--- src/sv/single_switch_menu_selector_macros.svh ---
// Assertion macros for the single switch menu selector.
`ifndef SINGLE_SWITCH_MENU_SELECTOR_MACROS_SVH
`define SINGLE_SWITCH_MENU_SELECTOR_MACROS_SVH

`ifndef NO_ASSERTIONS

// Same-cycle implication, disabled during reset.
`define SSMS_ASSERT_NOW(label, clk, rst, ante, cons) \
  label: assert property (@(posedge clk) disable iff (rst) (ante) |-> (cons)) \
    else $error("ssms assertion failed");

// Next-cycle implication, disabled during reset.
`define SSMS_ASSERT_NEXT(label, clk, rst, ante, cons) \
  label: assert property (@(posedge clk) disable iff (rst) (ante) |=> (cons)) \
    else $error("ssms assertion failed");

`else

`define SSMS_ASSERT_NOW(label, clk, rst, ante, cons)

`define SSMS_ASSERT_NEXT(label, clk, rst, ante, cons)

`endif

`endif

--- src/sv/ssms_pkg.sv ---
// Shared types and constants for the single switch menu selector.
`timescale 1ns / 1ps

package ssms_pkg;

  localparam logic [2:0] ITEM_NONE  = 3'd0;
  localparam logic [2:0] ITEM_FIRST = 3'd1;
  localparam logic [2:0] ITEM_SAFEHOME  = 3'd2;
  localparam logic [2:0] ITEM_TRACKBACK = 3'd3;
  localparam logic [2:0] ITEM_TURTLE    = 3'd4;
  localparam logic [2:0] ITEM_LAST  = 3'd6;
  localparam logic [2:0] ITEM_END   = 3'd7;

  localparam int          CFG_INDEX_WIDTH = 2;
  localparam logic [1:0]  REG_HOLD_MS     = 2'd0;
  localparam logic [1:0]  REG_CYCLE_MS    = 2'd1;
  localparam logic [15:0] HOLD_MS_RESET   = 16'd3000;
  localparam logic [15:0] CYCLE_MS_RESET  = 16'd1500;

  typedef enum logic [1:0] {
    PHASE_FIRST    = 2'd0,
    PHASE_RELEASED = 2'd1,
    PHASE_PRESSED  = 2'd2
  } phase_t;

  // Menu control state apart from the time stamp.
  typedef struct packed {
    phase_t     press_phase;
    logic [2:0] current_item;
    logic [2:0] toggle_flags;  // bit0 safehome, bit1 trackback, bit2 turtle
  } menu_state_t;

  typedef struct packed {
    logic [2:0] selection;
    logic [2:0] fired_function;
    logic       safehome_suspended;
    logic       trackback_suspended;
    logic       turtle_on;
    logic       none_available;
  } result_t;

endpackage

--- src/sv/ssms_step.sv ---
// Combinational next-state and result logic for one menu tick.
`timescale 1ns / 1ps

module ssms_step #(
  parameter int TIME_WIDTH = 32
) (
  input  logic [TIME_WIDTH-1:0]  now,
  input  logic                   switch_on,
  input  logic [5:0]             available_mask,
  input  logic [15:0]            hold_ms,
  input  logic [15:0]            cycle_ms,
  input  logic [TIME_WIDTH-1:0]  phase_time,
  input  ssms_pkg::menu_state_t  state,
  output logic [TIME_WIDTH-1:0]  phase_time_next,
  output ssms_pkg::menu_state_t  state_next,
  output ssms_pkg::result_t      result
);

  import ssms_pkg::*;

  logic [TIME_WIDTH-1:0] elapsed;
  logic                  idle;
  logic                  hold_done;
  logic                  cycle_done;
  menu_state_t           state_mid;
  logic [2:0]            item_mid;
  logic [2:0]            found;
  logic [2:0]            fired;
  logic                  none;

  assign elapsed    = now - phase_time;
  assign idle       = (phase_time == '0);
  assign hold_done  = (elapsed > TIME_WIDTH'(hold_ms));
  // In the first-release phase the timer restarts at now, so nothing has elapsed.
  assign cycle_done = (state.press_phase != PHASE_FIRST) && (elapsed > TIME_WIDTH'(cycle_ms));

  // Switch handling: open, hold to apply, release to step or cancel.
  always_comb begin
    phase_time_next         = phase_time;
    state_mid               = state;
    fired                   = ITEM_NONE;
    if (switch_on) begin
      if (idle) begin
        phase_time_next        = now;
        state_mid.current_item = ITEM_FIRST;
      end else if (state.press_phase != PHASE_FIRST && state.current_item != ITEM_END) begin
        state_mid.press_phase = PHASE_PRESSED;
        if (hold_done) begin
          if (state.current_item != ITEM_NONE) begin
            fired = state.current_item;
          end
          case (state.current_item)
            ITEM_SAFEHOME:  state_mid.toggle_flags[0] = ~state.toggle_flags[0];
            ITEM_TRACKBACK: state_mid.toggle_flags[1] = ~state.toggle_flags[1];
            ITEM_TURTLE:    state_mid.toggle_flags[2] = ~state.toggle_flags[2];
            default: ;
          endcase
          state_mid.current_item = ITEM_END;
        end
      end
    end else if (!idle) begin
      if (state.press_phase != PHASE_FIRST &&
          (state.press_phase == PHASE_PRESSED || state.current_item == ITEM_NONE)) begin
        phase_time_next        = '0;
        state_mid.press_phase  = PHASE_FIRST;
        state_mid.current_item = ITEM_NONE;
      end else begin
        if (state.press_phase == PHASE_FIRST) begin
          phase_time_next = now;
        end
        if (cycle_done) begin
          state_mid.current_item = (state.current_item >= ITEM_LAST) ?
                                   ITEM_FIRST : state.current_item + 3'd1;
          phase_time_next        = now;
        end
        state_mid.press_phase = PHASE_RELEASED;
      end
    end
  end

  assign item_mid = state_mid.current_item;

  // Lowest available function at or above the selection.
  always_comb begin
    found = ITEM_NONE;
    for (int k = 6; k >= 1; k--) begin
      if (item_mid <= 3'(k) && available_mask[k-1]) begin
        found = 3'(k);
      end
    end
  end

  logic [2:0] selection;

  always_comb begin
    selection = item_mid;
    none      = 1'b0;
    if (item_mid != ITEM_NONE && item_mid != ITEM_END) begin
      if (found != ITEM_NONE) begin
        selection = found;
      end else if (item_mid == ITEM_FIRST) begin
        selection = ITEM_NONE;
        none      = 1'b1;
      end else begin
        selection = ITEM_FIRST;
      end
    end
  end

  // Final state carries the scanned selection.
  always_comb begin
    state_next              = state_mid;
    state_next.current_item = selection;
  end

  assign result.selection           = selection;
  assign result.fired_function      = fired;
  assign result.safehome_suspended  = state_mid.toggle_flags[0];
  assign result.trackback_suspended = state_mid.toggle_flags[1];
  assign result.turtle_on           = state_mid.toggle_flags[2];
  assign result.none_available      = none;

endmodule

--- src/sv/single_switch_menu_selector.sv ---
// Top level of the single switch menu selector: input stage, tick logic, result register.
// Path: the input stage holds an accepted item for the combinational tick logic, which
// loads the result register. Throughput: one item per cycle while results are taken;
// the input stage takes a new item while a result waits only when the stage is empty.
// Reset (rst, synchronous, active high): menu idle, flags clear, hold 3000, cycle 1500 ms.
`timescale 1ns / 1ps
`include "single_switch_menu_selector_macros.svh"

module single_switch_menu_selector #(
  parameter int TIME_WIDTH = 32
) (
  input  logic        clk,
  input  logic        rst,
  // item input
  input  logic        in_valid,
  output logic        in_ready,
  input  logic [31:0] now_ms,
  input  logic        switch_on,
  input  logic [5:0]  available_mask,
  // result output
  output logic        out_valid,
  input  logic        out_ready,
  output logic [2:0]  selection,
  output logic [2:0]  fired_function,
  output logic        safehome_suspended,
  output logic        trackback_suspended,
  output logic        turtle_on,
  output logic        none_available,
  // configuration writes
  input  logic        cfg_valid,
  output logic        cfg_ready,
  input  logic [ssms_pkg::CFG_INDEX_WIDTH-1:0] cfg_index,
  input  logic [15:0] cfg_data
);

  import ssms_pkg::*;

  // Input stage: hold one accepted item until the tick logic consumes it.
  logic                  stg_valid;
  logic [TIME_WIDTH-1:0] stg_now;
  logic                  stg_switch;
  logic [5:0]            stg_mask;

  // Menu state and configuration.
  logic [TIME_WIDTH-1:0] phase_time;
  logic [TIME_WIDTH-1:0] phase_time_next;
  menu_state_t           state;
  menu_state_t           state_next;
  result_t               step_result;
  logic [15:0]           hold_ms;
  logic [15:0]           cycle_ms;

  logic out_adv;
  logic step_go;

  // The result register may load when empty or when its item is being taken.
  assign out_adv   = !out_valid || out_ready;
  assign step_go   = stg_valid && out_adv;
  assign in_ready  = !stg_valid || out_adv;
  assign cfg_ready = 1'b1;

  always_ff @(posedge clk) begin
    if (rst) begin
      stg_valid <= 1'b0;
    end else if (in_valid && in_ready) begin
      stg_valid <= 1'b1;
    end else if (step_go) begin
      stg_valid <= 1'b0;
    end
  end

  // Capture only the time bits the timer uses.
  always_ff @(posedge clk) begin
    if (in_valid && in_ready) begin
      stg_now    <= now_ms[TIME_WIDTH-1:0];
      stg_switch <= switch_on;
      stg_mask   <= available_mask;
    end
  end

  ssms_step #(
    .TIME_WIDTH (TIME_WIDTH)
  ) u_step (
    .now             (stg_now),
    .switch_on       (stg_switch),
    .available_mask  (stg_mask),
    .hold_ms         (hold_ms),
    .cycle_ms        (cycle_ms),
    .phase_time      (phase_time),
    .state           (state),
    .phase_time_next (phase_time_next),
    .state_next      (state_next),
    .result          (step_result)
  );

  // Advance the menu state once per consumed item.
  always_ff @(posedge clk) begin
    if (rst) begin
      phase_time <= '0;
      state      <= '{press_phase: PHASE_FIRST, current_item: ITEM_NONE, toggle_flags: 3'b000};
    end else if (step_go) begin
      phase_time <= phase_time_next;
      state      <= state_next;
    end
  end

  // Configuration: drop writes to indexes beyond the register list.
  always_ff @(posedge clk) begin
    if (rst) begin
      hold_ms  <= HOLD_MS_RESET;
      cycle_ms <= CYCLE_MS_RESET;
    end else if (cfg_valid && cfg_ready) begin
      case (cfg_index)
        REG_HOLD_MS:  hold_ms  <= cfg_data;
        REG_CYCLE_MS: cycle_ms <= cfg_data;
        default: ;
      endcase
    end
  end

  // Result register.
  always_ff @(posedge clk) begin
    if (rst) begin
      out_valid <= 1'b0;
    end else if (step_go) begin
      out_valid <= 1'b1;
    end else if (out_ready) begin
      out_valid <= 1'b0;
    end
  end

  always_ff @(posedge clk) begin
    if (step_go) begin
      selection           <= step_result.selection;
      fired_function      <= step_result.fired_function;
      safehome_suspended  <= step_result.safehome_suspended;
      trackback_suspended <= step_result.trackback_suspended;
      turtle_on           <= step_result.turtle_on;
      none_available      <= step_result.none_available;
    end
  end

  // A fired function always shows END.
  `SSMS_ASSERT_NOW(a_fire_shows_end, clk, rst, out_valid && fired_function != ITEM_NONE, selection == ITEM_END)
  // An empty scan leaves nothing selected.
  `SSMS_ASSERT_NOW(a_none_clears_sel, clk, rst, out_valid && none_available, selection == ITEM_NONE)
  // A consumed item always produces a result.
  `SSMS_ASSERT_NEXT(a_step_loads_out, clk, rst, step_go, out_valid)
  // Flags move only when an item is consumed.
  `SSMS_ASSERT_NEXT(a_flags_hold, clk, rst, !step_go, $stable(state.toggle_flags))

endmodule

--- config.mk ---
export PLATFORM = sky130hd
export DESIGN_NAME = single_switch_menu_selector
export DESIGN_NICKNAME = d
export VERILOG_FILES = /design/src/sv/ssms_pkg.sv /design/src/sv/ssms_step.sv /design/src/sv/single_switch_menu_selector.sv
export VERILOG_INCLUDE_DIRS = /design/src /design/src/sv
export SDC_FILE = /design/constraint.sdc
export NUM_CORES = 1
export LEC_CHECK = 0
export BUFFER_PORTS_ARGS = -buffer_cell sky130_fd_sc_hd__buf_2
export CAP_MARGIN = 20
export CORE_ASPECT_RATIO = 2
export CORE_UTILIZATION = 60
export DETAILED_ROUTE_END_ITERATION = 16
export PLACE_DENSITY = 0.77
export SKIP_CTS_REPAIR_TIMING = 1
export SYNTH_ARGS = -nofsm -noshare
export SYNTH_HDL_FRONTEND = slang
export SYNTH_SLANG_ARGS = --single-unit
--- constraint.sdc ---
create_clock -name clk -period 6.01 [get_ports clk]
set_input_delay 0.9015 -clock clk [delete_from_list [all_inputs] [get_ports clk]]
set_output_delay 0.9015 -clock clk [all_outputs]
set_load 0.02 [all_outputs]
# == After elaboration in Yosys (flattened, before gate mapping) ==
# Index checks and enable logic that the tools add are counted.
# totals
ff_bits,123
word_cells,116
# classes
n_addsub,2
n_lt_le_gt_ge,9
eq_ne,11
muxes,34
bitwise,9
n_reduce_logical,34
# op_table
operator,count
32-bit two-way mux,6
32-bit by 16-bit > comparator with 1-bit output,2
3-bit two-way mux,13
32-bit logical NOT,1
32-bit subtractor,1
1-bit logical AND,12
5-bit two-way mux,2
"3-bit less-or-equal comparator, second input constant",3
1-bit two-way mux,9
1-bit inverter,9
3-bit nonzero test,3
8-bit two-way mux,1
"3-bit by 2-bit equality test with 1-bit output, second input constant",2
"3-bit by 2-bit less-or-equal comparator with 1-bit output, second input constant",2
6-bit two-way mux,1
"3-bit != test, second input constant",2
2-bit nonzero test,3
5-bit OR reduction,1
2-bit logical NOT,2
4-bit two-way mux,1
"2-bit by 1-bit != test with 1-bit output, second input constant",2
2-bit AND reduction,2
4-bit AND reduction,1
4-bit nonzero test,1
14 further kinds,17

# == Longest topological paths before layout ==
# logic_depth
word_depth,18
mapped_depth,25

# == Hierarchy ==
# From an unflattened synthesis, not the netlist that was laid out.
# unflattened
hier_cells,948
area_unflattened_um2,8393.0
# modules_own_cells
module,instances,cells_each,area_per_inst_um2,seq_area_each_um2
single_switch_menu_selector,1,373,4518.1,2952.8
ssms_step,1,575,3875.0,0.0

# == Least setup slack after synthesis ==
# No wires, ideal clock.
# synth_path
kind,flip-flop to flip-flop
start,reg stg_now[2]
end,reg none_available (data pin)
arrival_time_ns,4.256
required_time_ns,5.746
slack_ns,1.489
path_stages_with_launch,22
synth_period_minus_slack_ns,4.521
cell_sequence,edfxtp_1 -> ha_1 -> o211ai_1 -> a21oi_1 -> o311ai_1 -> nand2_1 -> a21oi_1 -> xnor2_1 -> ha_1 -> and4_1 -> and2_1 -> a221oi_1 -> a21o_1 -> nor3b_1 -> nor2_1 -> o41a_1 -> o21ai_4 -> or2_1 -> a21o_1 -> nand2_1 -> o211a_1 -> nor4b_1
# synth_between
elab_chain_cells,17
word_cells_on_any_way,37
cone_classes,add/sub: 1; order compare: 8; eq/ne: 2; mux: 14; bitwise: 1; reduce/logical: 11
# synth_lines
element,line_no,source
from (decl),single_switch_menu_selector.sv:40,logic [TIME_WIDTH-1:0] stg_now;
from (signal assigned),single_switch_menu_selector.sv:75,stg_now <= now_ms[TIME_WIDTH-1:0];
32-bit subtractor *,ssms_step.sv:31,assign elapsed = now - phase_time;
32-bit by 16-bit > comparator with 1-bit output,ssms_step.sv:35,assign cycle_done = (state.press_phase != PHASE_FIRST) && (elapsed > TIME_WIDTH'(cycle_ms));
1-bit logical AND,ssms_step.sv:35,
3-bit two-way mux,ssms_step.sv:71,if (cycle_done) begin
4-bit two-way mux,ssms_step.sv:62,if (state.press_phase != PHASE_FIRST &&
5-bit two-way mux,ssms_step.sv:61,end else if (!idle) begin
5-bit two-way mux *,ssms_step.sv:42,if (switch_on) begin
3-bit less-or-equal comparator,ssms_step.sv:87,if (item_mid <= 3'(k) && available_mask[k-1]) begin
1-bit logical AND,ssms_step.sv:87,
3-bit two-way mux (6 in a row),ssms_step.sv:87,
3-bit nonzero test,ssms_step.sv:99,if (found != ITEM_NONE) begin
2-bit OR reduction (no source line),n/a,
to (signal assigned),single_switch_menu_selector.sv:139,none_available <= step_result.none_available;
to (decl),single_switch_menu_selector.sv:28,"output logic none_available,"
# Every way passes the cells marked *; elsewhere a longest branch is shown, timed or not. The select of a mux whose other input is x is not followed.
# A chain may end at the register's enable or synchronous reset.

# == Worst setup path in the final report ==
# layout_path
start,reg stg_now[2]
end,"reg, netlist name state[3]"
# layout_between
elab_chain_cells,18
word_cells_on_any_way,37
cone_classes,add/sub: 1; order compare: 8; eq/ne: 2; mux: 16; reduce/logical: 10
# layout_lines
element,line_no,source
32-bit subtractor *,ssms_step.sv:31,
32-bit by 16-bit > comparator with 1-bit output,ssms_step.sv:35,
1-bit logical AND,ssms_step.sv:35,
3-bit two-way mux,ssms_step.sv:71,
4-bit two-way mux,ssms_step.sv:62,
5-bit two-way mux,ssms_step.sv:61,
5-bit two-way mux *,ssms_step.sv:42,
3-bit less-or-equal comparator,ssms_step.sv:87,
1-bit logical AND,ssms_step.sv:87,
3-bit two-way mux (6 in a row),ssms_step.sv:87,
3-bit nonzero test,ssms_step.sv:99,
3-bit two-way mux,ssms_step.sv:99,
3-bit two-way mux *,ssms_step.sv:98,if (item_mid != ITEM_NONE && item_mid != ITEM_END) begin
# Marks and branches as above.

==> flow_summary.ini <==
[status]
status = finished, final reports clean

[logic_synthesis]
synthesis.area_um2 = 7709
synth_fp_nets = 1041
synth_top_cell_by_area = dfxtp_1
yosysUniqueCellTypes = 78
yosysSeqAreaShare_pct = 38.31
yosys.area.top_type_share_pct = 19.22
synth_edf_count = 49
synthCells = 910
synth-seq-cells = 123
async_reset_ff_share_pct = 0
avgSynthCellArea_um2 = 8.471
yosys_warnings = 0
synth_top_flop_cell = dfxtp_1
netlist_top_cells_area = dfxtp_1 (19%), edfxtp_1 (19%), ha_1 (11%), a21oi_1 (6.4%), nand2_1 (5.6%)

[floorplanning]
die_area_um2 = 13330
die_height_um = 162.3
rows = 58
design.portCount = 75
core_um2 = 12550
die_x_um = 82.15
start_util_pct = 61.40

[timing]
min_period_ns = 5.299
worst_slack_ns = 0.7109
rsz0062_at_grt = false
relSlewSlack_pct = 41.02
setup_viol = 0
finClkSkew_ns = 0.01167
drv_slew = 0
finalSetupTns_ns = 0
hold_viol = 0
fmax_mhz = 188.7
tightest_slew_ns = 0.8847
period_share_pct = 88.17

[drt]
wirelength_um = 20020
antenna_left = 0
via_per_inst = 6.063
route.detailed.drc = 0
dr.pass1.iters = 6
num_vias = 6869
wl_per_cell_um = 17.67
drt_iter0_drc = 341

[critical_path]
critPathLaunchType = register
critical-path-max-stage-delay_ns = 0.64
cp_cell_sequence = ha_1, o211ai_1, a21oi_1, o311ai_1, nand2_1, a21oi_1, xnor2_1, ha_1, and4_1, and2_1, a221oi_1, a21o_1, nor3b_1, nor2_1, o41a_1, o21ai_4, or2_1, a21o_1, nand2_1, o211a_1, o311a_1
crit_family = compound AO/OA/AOI/OAI gates
critical_path_class = register to register
required_ns = 6.32
path_buf_inv = 0
crit_path_top_delay_cell = o311ai_1
crit_path_end_kind = register
crit_fanout = 7
arrival_ns = 5.61

[clocking]
clk_pin_slew_ns = 0.06
h-tree-depth = 4
cts_buffers = 17
tritoncts = done
clock_latency_ns = 0.43
clock-root-buffer = clkbuf_16
cts_sinks = 123
cts_buffer_depth = 2

[placement]
dpl_cell_area_um2 = 8160
port_buffers = 73
hpwlAfterDp_um = 15130
place_ws_ns = 0.8277
place.gp.congestion = 0.9895

[min_path]
hold_path_class = register to register

[finish]
nets = 1101
fin_area_um2 = 8718
fill_cells = 1061
seq_area_um2 = 2953
syn2layout_area_growth_pct = 13.10
layout-drive-gt1-share_pct = 13.84
num_antenna_cells = 0
multi_input_area_um2 = 4317

[global_route]
grt_usage_pct = 31.79
antenna_found_initial = 0
grt_pass1_vias = 6804
grt_overflow = 0
grt_pass1_wl_um = 31600
grt_max_degree = 59

[power]
p_leak_nw = 3.569
peakVddDrop_v = 0.0003025
power.density_nw_per_um2 = 305.0

[flow_run]
cap_violations = 0
==> sequential cells by signal (all words and copies together), names as in the netlist <==
name,count
phase_time,32
stg_now,32
cycle_ms,16
hold_ms,16
state,8
stg_mask,6
fired_function,3
selection,3
none_available,1
out_valid,1
safehome_suspended,1
stg_switch,1
stg_valid,1
trackback_suspended,1
turtle_on,1
==> placed cells by master (no fill, tap or decap), types with 6 or more instances in the layout <==
| cell | instances |
|---|---|
| nand2_1 | 115 |
| o211ai_1 | 10 |
| inv_1 | 81 |
| nor2_1 | 62 |
| inv_6 | 6 |
| xnor2_1 | 17 |
| o21a_1 | 11 |
| o21ai_1 | 7 |
| ha_1 | 68 |
| and2_1 | 7 |
| or2_2 | 6 |
| nor2b_1 | 7 |
| nor4_1 | 9 |
| a31oi_1 | 12 |
| o21ai_0 | 29 |
| clkbuf_16 | 18 |
| edfxtp_1 | 49 |
| a21oi_1 | 99 |
| or3_1 | 7 |
| nand2b_1 | 12 |
| a21o_1 | 26 |
| nand4_1 | 16 |
| xor2_1 | 10 |
| buf_2 | 73 |
| nand3_1 | 45 |
| dfxtp_1 | 74 |
| nor3_1 | 13 |
==> layer usage <==
layer	vias to the layer above	wire [um]	track usage (%)
met5	-	0	0
met4	0	1694	26.40
met3	105	670	5.618
met2	211	10700	57.18
met1	3194	6949	29.40
li1	3359	-	-
==> Yosys cell counts, types with 5 or more instances <==
cell      number
nor3_1        13
nor4_1         9
dfxtp_1       74
o21a_1        11
nor2_1        63
o21ai_1        8
o21ai_0       29
xor2_1        10
clkbuf_1      28
or2_2          6
a31oi_1       12
edfxtp_1      49
nand3_1       45
nand4_1       16
or3_1          7
a21oi_1       99
nand2_1      115
inv_1         81
o211ai_1      10
ha_1          68
o21bai_1       5
a21o_1        26
nand2b_1      12
xnor2_1       17
and2_1         8
nor2b_1        7
==> metrics by stage <==
stage / hold WS (ns) / instances / power [mW] / util [%]
2_1_floorplan: 0.4363 / 910 / 1.492 / -
3_3_place_gp: 0.4422 / 1101 / 1.671 / 65.00
3_5_place_dp: 0.4503 / 1101 / 1.684 / 65.00
4_1_cts: 0.4588 / 1133 / 2.657 / 69.44
5_1_grt: 0.4736 / 1133 / 2.781 / 69.44
6_report: 0.4554 / 1133 / 2.659 / 69.44
==> report_power, final <==
part / total, mW / leakage [nW] / switching [mW] / internal, mW
combinational: 0.719 / 2.21 / 0.440 / 0.279
sequential: 0.961 / 1.08 / 0.0385 / 0.922
clock: 0.979 / 0.281 / 0.417 / 0.562
total: 2.66 / 3.57 / 0.895 / 1.76
==> worst min-delay path, delay by kind of cell, from the launching register on <==
kind	cells	cell delay [ns]
flops	1	0.31
simple gates	1	0.05
compound gates	1	0.05
==> cells by family (layout without fill, tap and decap cells) <==
| family | count (synthesis) | in the layout | synth area share (%) |
|---|---|---|---|
| and+or+nand+nor | 325 | 325 | 20.47 |
| AOI/OAI and AO/OA | 244 | 244 | 20.55 |
| other | 1 | 1 | 0.04865 |
| DFF | 123 | 123 | 38.31 |
| xor gates and xnor gates | 27 | 27 | 3.068 |
| adders and majority gates | 69 | 69 | 11.30 |
| muxes | 3 | 3 | 0.4058 |
| buffers and inverters | 118 | 191 | 5.859 |
==> worst paths after layout <==
path	from	endpoint	slack [ns]	cells past startpoint
worst max-delay path	stg_now[2]	state[3]	0.71	21
worst min-delay path	hold_ms[1]	hold_ms[1]	0.46	2
worst max register to register	stg_now[2]	state[3]	0.71	21
worst min register to register	hold_ms[1]	hold_ms[1]	0.46	2
==> area by class of cell <==
type | count | share of cell area (%)
Tap cell | 150 | 2.153
Multi-Input combinational cell | 669 | 49.51
Sequential cell | 123 | 33.87
Clock buffer | 19 | 5.210
Clock inverter | 13 | 1.191
Inverter | 82 | 3.530
Timing Repair Buffer | 77 | 4.535
Note: power is estimated with default switching activity, not from simulation.
